`src/rtl/adpe_pkg.sv`:
```
package adpe_pkg;

  localparam int unsigned DataW = 32;
  localparam int unsigned CmdW  = 4;
  localparam int unsigned MaskW = 4;
  localparam int unsigned FlagW = 4;

  typedef logic [CmdW-1:0] cmd_t;

  localparam cmd_t OP_AND   = 4'b0000;
  localparam cmd_t OP_EOR   = 4'b0001;
  localparam cmd_t OP_SUB   = 4'b0010;
  localparam cmd_t OP_RSB   = 4'b0011;
  localparam cmd_t OP_ADD   = 4'b0100;
  localparam cmd_t OP_MRS   = 4'b1000;
  localparam cmd_t OP_MSR_A = 4'b1001;
  localparam cmd_t OP_CMP   = 4'b1010;
  localparam cmd_t OP_MSR_B = 4'b1011;
  localparam cmd_t OP_ORR   = 4'b1100;
  localparam cmd_t OP_MOV   = 4'b1101;
  localparam cmd_t OP_BIC   = 4'b1110;
  localparam cmd_t OP_MVN   = 4'b1111;

  localparam logic [4:0] MODE_SYS = 5'b11111;

  // status bit positions
  localparam int unsigned BitN = 31;
  localparam int unsigned BitZ = 30;
  localparam int unsigned BitC = 29;
  localparam int unsigned BitV = 28;

  typedef struct packed {
    cmd_t             command;
    logic             is_multiply;
    logic             set_flags;
    logic             use_saved;
    logic [DataW-1:0] operand_a;
    logic [DataW-1:0] operand_b;
    logic             shifter_carry;
    logic [MaskW-1:0] psr_bytes;
    logic             dest_is_pc;
    logic             cond_pass;
  } adpe_item_t;

  typedef struct packed {
    logic [DataW-1:0] result_value;
    logic             write_dest;
    logic [DataW-1:0] status_next;
    logic [DataW-1:0] saved_next;
  } adpe_res_t;

  function automatic logic [DataW-1:0] bytes_from_mask(input logic [MaskW-1:0] m);
    logic [DataW-1:0] bm;
    bm = '0;
    for (int i = 0; i < MaskW; i++) begin
      bm[i*8 +: 8] = {8{m[i]}};
    end
    return bm;
  endfunction

endpackage

```
`src/rtl/adpe_if.sv`:
```
interface adpe_req_if;
  logic        valid;
  logic        ready;
  logic [3:0]  command;
  logic        is_multiply;
  logic        set_flags;
  logic        use_saved;
  logic [31:0] operand_a;
  logic [31:0] operand_b;
  logic        shifter_carry;
  logic [3:0]  psr_bytes;
  logic        dest_is_pc;
  logic        cond_pass;

  modport source (
    output valid, command, is_multiply, set_flags, use_saved, operand_a, operand_b,
           shifter_carry, psr_bytes, dest_is_pc, cond_pass,
    input  ready
  );
  modport sink (
    input  valid, command, is_multiply, set_flags, use_saved, operand_a, operand_b,
           shifter_carry, psr_bytes, dest_is_pc, cond_pass,
    output ready
  );
endinterface

interface adpe_rsp_if;
  logic        valid;
  logic        ready;
  logic [31:0] result_value;
  logic        write_dest;
  logic [3:0]  flags_nzcv;

  modport source (
    output valid, result_value, write_dest, flags_nzcv,
    input  ready
  );
  modport sink (
    input  valid, result_value, write_dest, flags_nzcv,
    output ready
  );
endinterface

```
`src/rtl/arm_data_processing_execute_unit.sv`:
```
// Channel  Dir  Payload
// req      in   command, is_multiply, set_flags, use_saved, operand_a/b,
//               shifter_carry, psr_bytes, dest_is_pc, cond_pass
// rsp      out  result_value, write_dest, flags_nzcv
//
// Input register, then the ALU cloud and the result register, which also
// updates CPSR/SPSR. One item per cycle sustained while rsp is not stalled;
// rsp.valid rises as the item leaves the input register. Status lands with
// the result, so the next item always sees the flags left by the one before it.
// rst (synchronous) clears the stage valids, CPSR and SPSR.
// A stalled rsp freezes both stages; one item is absorbed behind it.
module arm_data_processing_execute_unit (
  input logic        clk,
  input logic        rst,
  adpe_req_if.sink   req,
  adpe_rsp_if.source rsp
);
  import adpe_pkg::*;

  adpe_item_t       stage;        // input register
  logic             stage_valid;
  logic             adv;          // stage 1 moves into result register
  logic             out_free;
  logic [DataW-1:0] status;       // CPSR
  logic [DataW-1:0] saved;        // SPSR
  adpe_res_t        alu_res;

  assign out_free  = !rsp.valid || rsp.ready;
  assign adv       = stage_valid && out_free;
  assign req.ready = !stage_valid || out_free;

  // stage 1 control
  always_ff @(posedge clk) begin
    if (rst) begin
      stage_valid <= 1'b0;
    end else if (req.ready) begin
      stage_valid <= req.valid;
    end
  end

  // stage 1 payload
  always_ff @(posedge clk) begin
    if (req.valid && req.ready) begin
      stage.command       <= req.command;
      stage.is_multiply   <= req.is_multiply;
      stage.set_flags     <= req.set_flags;
      stage.use_saved     <= req.use_saved;
      stage.operand_a     <= req.operand_a;
      stage.operand_b     <= req.operand_b;
      stage.shifter_carry <= req.shifter_carry;
      stage.psr_bytes     <= req.psr_bytes;
      stage.dest_is_pc    <= req.dest_is_pc;
      stage.cond_pass     <= req.cond_pass;
    end
  end

  adpe_alu u_alu (
    .item   (stage),
    .status (status),
    .saved  (saved),
    .res    (alu_res)
  );

  // status registers and output valid
  always_ff @(posedge clk) begin
    if (rst) begin
      status    <= '0;
      saved     <= '0;
      rsp.valid <= 1'b0;
    end else begin
      if (out_free) begin
        rsp.valid <= stage_valid;
      end
      if (adv) begin
        status <= alu_res.status_next;
        saved  <= alu_res.saved_next;
      end
    end
  end

  // result payload
  always_ff @(posedge clk) begin
    if (adv) begin
      rsp.result_value <= alu_res.result_value;
      rsp.write_dest   <= alu_res.write_dest;
      rsp.flags_nzcv   <= alu_res.status_next[DataW-1 -: FlagW];
    end
  end

`ifndef SYNTHESIS
  a_nowrite_zero: assert property (@(posedge clk) disable iff (rst)
    rsp.valid && !rsp.write_dest |-> rsp.result_value == '0)
    else $error("result value not zero without destination write");

  a_state_only_on_adv: assert property (@(posedge clk) disable iff (rst)
    !$stable(saved) || !$stable(status) |-> $past(adv))
    else $error("status register changed without an item");

  a_flags_track_cpsr: assert property (@(posedge clk) disable iff (rst)
    $past(adv) |-> rsp.flags_nzcv == status[DataW-1 -: FlagW])
    else $error("reported flags differ from CPSR");

  a_ready_low_means_full: assert property (@(posedge clk) disable iff (rst)
    !req.ready |-> stage_valid && rsp.valid)
    else $error("input stalled with room in the pipeline");
`endif

endmodule

```
`src/rtl/adpe_alu.sv`:
```
module adpe_alu (
  input  adpe_pkg::adpe_item_t     item,
  input  logic [31:0]              status,
  input  logic [31:0]              saved,
  output adpe_pkg::adpe_res_t      res
);
  import adpe_pkg::*;

  logic [DataW:0]   diff;      // a - b with carry (no borrow) on top
  logic [DataW-1:0] product;
  logic [DataW-1:0] bm;
  logic [DataW-1:0] psr_sel;
  logic [DataW-1:0] movs_st;
  logic [DataW-1:0] cmp_st;

  always_comb begin
    diff    = {1'b0, item.operand_a} + {1'b0, ~item.operand_b} + {{DataW{1'b0}}, 1'b1};
    product = item.operand_a * item.operand_b;
    bm      = bytes_from_mask(item.psr_bytes);
    psr_sel = item.use_saved ? saved : status;

    movs_st       = status;
    movs_st[BitN] = item.operand_a[DataW-1];
    movs_st[BitZ] = (item.operand_a == '0);
    movs_st[BitC] = item.shifter_carry;

    cmp_st       = status;
    cmp_st[BitN] = diff[DataW-1];
    cmp_st[BitZ] = (diff[DataW-1:0] == '0);
    cmp_st[BitC] = diff[DataW];
    cmp_st[BitV] = (item.operand_a[DataW-1] ^ item.operand_b[DataW-1]) &
                   (item.operand_a[DataW-1] ^ diff[DataW-1]);
  end

  always_comb begin
    res.result_value = '0;
    res.write_dest   = 1'b0;
    res.status_next  = status;
    res.saved_next   = saved;
    if (item.cond_pass) begin
      case (item.command)
        OP_MOV: begin
          res.result_value = item.operand_a;
          res.write_dest   = 1'b1;
          if (item.set_flags) begin
            res.status_next = item.dest_is_pc ? saved : movs_st;
          end
        end
        OP_MVN: begin
          res.result_value = ~item.operand_a;
          res.write_dest   = 1'b1;
        end
        OP_ADD: begin
          res.result_value = item.operand_a + item.operand_b;
          res.write_dest   = 1'b1;
        end
        OP_SUB: begin
          res.result_value = diff[DataW-1:0];
          res.write_dest   = 1'b1;
        end
        OP_RSB: begin
          res.result_value = item.operand_b - item.operand_a;
          res.write_dest   = 1'b1;
        end
        OP_ORR: begin
          res.result_value = item.operand_a | item.operand_b;
          res.write_dest   = 1'b1;
        end
        OP_EOR: begin
          res.result_value = item.operand_a ^ item.operand_b;
          res.write_dest   = 1'b1;
        end
        OP_BIC: begin
          res.result_value = item.operand_a & ~item.operand_b;
          res.write_dest   = 1'b1;
        end
        OP_AND: begin
          res.result_value = item.is_multiply ? product
                                              : (item.operand_a & item.operand_b);
          res.write_dest   = 1'b1;
        end
        OP_CMP: begin
          if (item.set_flags) begin
            res.status_next = cmp_st;
          end else begin
            res.result_value = psr_sel;
            res.write_dest   = 1'b1;
          end
        end
        OP_MRS: begin
          res.result_value = psr_sel;
          res.write_dest   = 1'b1;
        end
        OP_MSR_A, OP_MSR_B: begin
          if (!item.use_saved) begin
            res.status_next = (status & ~bm) | (item.operand_a & bm);
          end else if (status[4:0] != MODE_SYS) begin
            res.saved_next = (saved & ~bm) | (item.operand_a & bm);
          end
        end
        default: begin
        end
      endcase
    end
  end

endmodule
```
`src/flat_wrapper.sv`:
```
// flat-port wrapper written by rule: the top's interface ports become plain ports
module arm_data_processing_execute_unit_flat import adpe_pkg::*;
  (clk, rst, req_valid, req_command, req_is_multiply, req_set_flags, req_use_saved, req_operand_a, req_operand_b, req_shifter_carry, req_psr_bytes, req_dest_is_pc, req_cond_pass, req_ready, rsp_valid, rsp_result_value, rsp_write_dest, rsp_flags_nzcv, rsp_ready);
  adpe_req_if req_i ();
  adpe_rsp_if rsp_i ();
  input logic clk;
  input logic rst;
  input wire logic [$bits(req_i.valid)-1:0] req_valid;
  input wire logic [$bits(req_i.command)-1:0] req_command;
  input wire logic [$bits(req_i.is_multiply)-1:0] req_is_multiply;
  input wire logic [$bits(req_i.set_flags)-1:0] req_set_flags;
  input wire logic [$bits(req_i.use_saved)-1:0] req_use_saved;
  input wire logic [$bits(req_i.operand_a)-1:0] req_operand_a;
  input wire logic [$bits(req_i.operand_b)-1:0] req_operand_b;
  input wire logic [$bits(req_i.shifter_carry)-1:0] req_shifter_carry;
  input wire logic [$bits(req_i.psr_bytes)-1:0] req_psr_bytes;
  input wire logic [$bits(req_i.dest_is_pc)-1:0] req_dest_is_pc;
  input wire logic [$bits(req_i.cond_pass)-1:0] req_cond_pass;
  output wire logic [$bits(req_i.ready)-1:0] req_ready;
  output wire logic [$bits(rsp_i.valid)-1:0] rsp_valid;
  output wire logic [$bits(rsp_i.result_value)-1:0] rsp_result_value;
  output wire logic [$bits(rsp_i.write_dest)-1:0] rsp_write_dest;
  output wire logic [$bits(rsp_i.flags_nzcv)-1:0] rsp_flags_nzcv;
  input wire logic [$bits(rsp_i.ready)-1:0] rsp_ready;
  assign req_i.valid = req_valid;
  assign req_i.command = req_command;
  assign req_i.is_multiply = req_is_multiply;
  assign req_i.set_flags = req_set_flags;
  assign req_i.use_saved = req_use_saved;
  assign req_i.operand_a = req_operand_a;
  assign req_i.operand_b = req_operand_b;
  assign req_i.shifter_carry = req_shifter_carry;
  assign req_i.psr_bytes = req_psr_bytes;
  assign req_i.dest_is_pc = req_dest_is_pc;
  assign req_i.cond_pass = req_cond_pass;
  assign req_ready = req_i.ready;
  assign rsp_valid = rsp_i.valid;
  assign rsp_result_value = rsp_i.result_value;
  assign rsp_write_dest = rsp_i.write_dest;
  assign rsp_flags_nzcv = rsp_i.flags_nzcv;
  assign rsp_i.ready = rsp_ready;
  arm_data_processing_execute_unit u_core (.clk(clk), .rst(rst), .req(req_i), .rsp(rsp_i));
endmodule
```
`config.mk`:
```
export PLATFORM = sky130hd
export DESIGN_NAME = arm_data_processing_execute_unit_flat
export DESIGN_NICKNAME = d
export VERILOG_FILES = /design/src/rtl/adpe_pkg.sv /design/src/rtl/adpe_if.sv /design/src/rtl/arm_data_processing_execute_unit.sv /design/src/rtl/adpe_alu.sv /design/src/flat_wrapper.sv
export SDC_FILE = /design/constraint.sdc
export NUM_CORES = 2
export LEC_CHECK = 0
export BUFFER_PORTS_ARGS = -buffer_cell sky130_fd_sc_hd__clkbuf_2
export CAP_MARGIN = 20
export CELL_PAD_IN_SITES_DETAIL_PLACEMENT = 1
export CELL_PAD_IN_SITES_GLOBAL_PLACEMENT = 1
export CORE_ASPECT_RATIO = 1.75
export CORE_MARGIN = 3
export CORE_UTILIZATION = 40
export CTS_CLUSTER_SIZE = 24
export DETAILED_ROUTE_END_ITERATION = 10
export PLACE_DENSITY_LB_ADDON = 0.1
export SYNTH_ARGS = -nofsm -noshare
export SYNTH_HDL_FRONTEND = slang
export SYNTH_SLANG_ARGS = --single-unit
```
`constraint.sdc`:
```
create_clock -name clk -period 13.7 [get_ports clk]
set_input_delay 2.74 -clock clk [delete_from_list [all_inputs] [get_ports clk]]
set_output_delay 2.74 -clock clk [all_outputs]
set_load 0.05 [all_outputs]
```
==> metrics.cfg <==
[setup_path]
crit_fanout=20
end_kind=register
timing_worst_setup_path_type=register to register
regToRegEndpoint=u_core.rsp.result_value[30]
start_kind=register
reg2reg_from=u_core.stage[11]
cp.required_ns=13.97
arrival_ns=10.08
r2r_cells=23
r2r_slack_ns=3.89

[floorplan]
core_area_um2=72100
die_area_um2=76500
die_h_um=364
ios=121
initial_utilization_pct=40.6
die_x_um=210
row_count=130

[logic_synthesis]
synth_compound_area_share_pct=12.7
netlist_instances=3344
ys.flop_type=edfxtp_1
synth_adder_area_share_pct=38.8
yosys.area.top_type=fa_1
yosysUniqueCellTypes=84
synth-seq-cells=181
synth_fp_nets=4087
syn_area_um2=29200
netlist_top_cells_area=fa_1 28%, edfxtp_1 12%, ha_1 11%
synth_edf_count=115
async_flop_share_pct=0
muxShareOfSynthArea_pct=3.93
yosysSeqAreaShare_pct=16.3
synth-simple-area-share_pct=15.2
ys.warnings.count=0
yosysMostFrequentCell=nor2_1
synth-xor-area-share_pct=4.73
synth_top_area_share_pct=28.1
synth_common_cells=506 x nor2_1, 457 x inv_1, 410 x fa_1, 322 x nand2_1, 251 x ha_1
postSynthAreaPerCell_um2=8.75
synth_top_family_by_area=adder cells

[flow_run]
maxCapViolCount=0

[sta]
max_freq_ghz=0.102
drv_slew=0
finalHoldViolations=0
final.setup_skew_ns=0.0228
tightest_slew_ns=1.09
setup_violations=0
fin_crit_ns=9.81
rsz0062_at_grt=false
slew_headroom_pct=25.5
fin_crit_sh_pct=71.6
fin_setup_tns_ns=0

[routing]
vias_per_cell=5.95
first_pass_iters=8
routedWlPerCell_um=30.0
drc=0
num_vias=25732
routed_wl_mm=129
drt_iter0_drc=1482
final_antenna_net_count=0

[hold_path]
hold_depth=2
hold-path-endpoint=u_core.status[5]
worst_hold_path_type=register to register
min_from=u_core.status[5]

[placed_design]
port_buffers=120
gp_congestion=1.02
hpwlAfterDp_mm=104

[finish]
antenna_cells=0
fillers=8464
fin_nets=4128
syn2layout_area_growth_pct=8.00
regArea_um2=4770
multi_input_area_um2=22100
final_layout_size_suffix_gt1_share_pct=8.15

[clock_tree]
numCtsBuffers=17
cts-root-buf=clkbuf_16
cts_hold_buf=0
cts-resized-gates=0
cts_setup_buffers=0
cts_max_level=4
cts_buffer_depth=2
path_clk_slew_ns=0.09
cts_tree=built
cts.sinks=181
clk_latency_ns=0.52

[grt]
grt_usage_pct=34.1
grt_pass1_wl_mm=190
grt_overflow_total=0
antenna_found_initial=0
first_global_vias=28998
grt_max_degree=67

[status]
status=completed

worst max-delay path by stage:
| stage | to | slack (ns) | cells after the start | startpoint |
|---|---|---|---|---|
| 4_1_cts | u_core.rsp.result_value[30] | 3.85 | 23 | u_core.stage[11] |
| 6_report | u_core.rsp.result_value[30] | 3.89 | 23 | u_core.stage[11] |
| 3_5_place_dp | u_core.rsp.result_value[30] | 3.90 | 23 | u_core.stage[11] |
| 5_1_grt | u_core.rsp.result_value[30] | 3.51 | 23 | u_core.stage[11] |
| 2_1_floorplan | u_core.rsp.result_value[29] | 6.29 | 26 | u_core.stage[51] |
| 3_3_place_gp | u_core.rsp.result_value[30] | 4.14 | 25 | u_core.stage[11] |
placed cells by master (no fill, tap or decap), drive strengths merged, types with 8 or more instances in the layout:
cell,count
nand4,12
o31ai,13
a22oi,20
o22ai,11
mux2i,107
xor2,33
nand3,28
nor2b,36
a21o,30
nor3,38
a2111oi,13
o221ai,25
o21bai,10
clkinv,16
nand2b,20
o21a,15
a31oi,21
dfxtp,66
nor2,507
edfxtp,115
fa,410
and3,14
nor4,9
o21ai,88
clkbuf,137
a211oi,43
inv,470
and2,13
buf,76
nand2,322
xnor2,125
a221oi,27
a21oi,143
or2,8
ha,251
or3,13
o211ai,16
routing by layer:
layer	up-vias	global-route usage, %	part of all wire [%]
met5	-	0	0
met2	907	60.6	50
met4	0	27.9	9.8
li1	11027	-	-
met3	418	3.44	3.9
met1	13380	36.7	36
logic make-up after synthesis:
| family | after synthesis |
|---|---|
| flip-flops | 181 |
| AO/OA/AOI/OAI | 540 |
| XOR/XNOR | 158 |
| buffers and inverters | 645 |
| adder cells (fa/ha/maj) | 661 |
| AND/OR/NAND/NOR | 1045 |
| multiplexers | 114 |
stage by stage:
stage               utilization, %  area, um^2  hold slack [ns]  setup slack (ns)  std cells
floorplan                        -       29200            0.465              6.29       3344
global placement              43.0       31000            0.484              4.14       4289
detailed placement            43.0       31000            0.493              3.90       4290
CTS                           43.8       31600            0.519              3.85       4322
global route                  43.8       31600            0.544              3.51       4322
finish                        43.8       31600            0.517              3.89       4322
final cells by class:
cell class                 count  area share [%]
timing repair buffer         196            3.71
multi-input combinational   2518            70.0
tap                          924            3.66
clock buffer                  17            1.35
sequential                   181            15.1
inverter                     471            5.60
clock inverter                15           0.614
worst max-delay path: stages, from the launching register on:
cell,delay [ns]
edfxtp_1,0.73
clkinv_1,0.83
nor2_1,0.36
fa_1,0.46
inv_1,0.09
fa_1,0.43
fa_1,0.49
fa_1,0.55
inv_1,0.05
ha_1,0.26
ha_1,0.29
fa_1,0.50
fa_1,0.42
ha_1,0.34
a21o_1,0.20
a21oi_1,0.15
o21ai_0,0.13
a2111oi_0,0.96
o21ai_0,0.43
a41oi_1,0.91
o31ai_1,0.33
a41oi_1,0.32
mux2i_1,0.20
o21ai_0,0.09
Power is not shown: default switching activity piles up to over one toggle a cycle in this logic, so the estimate is an artifact.
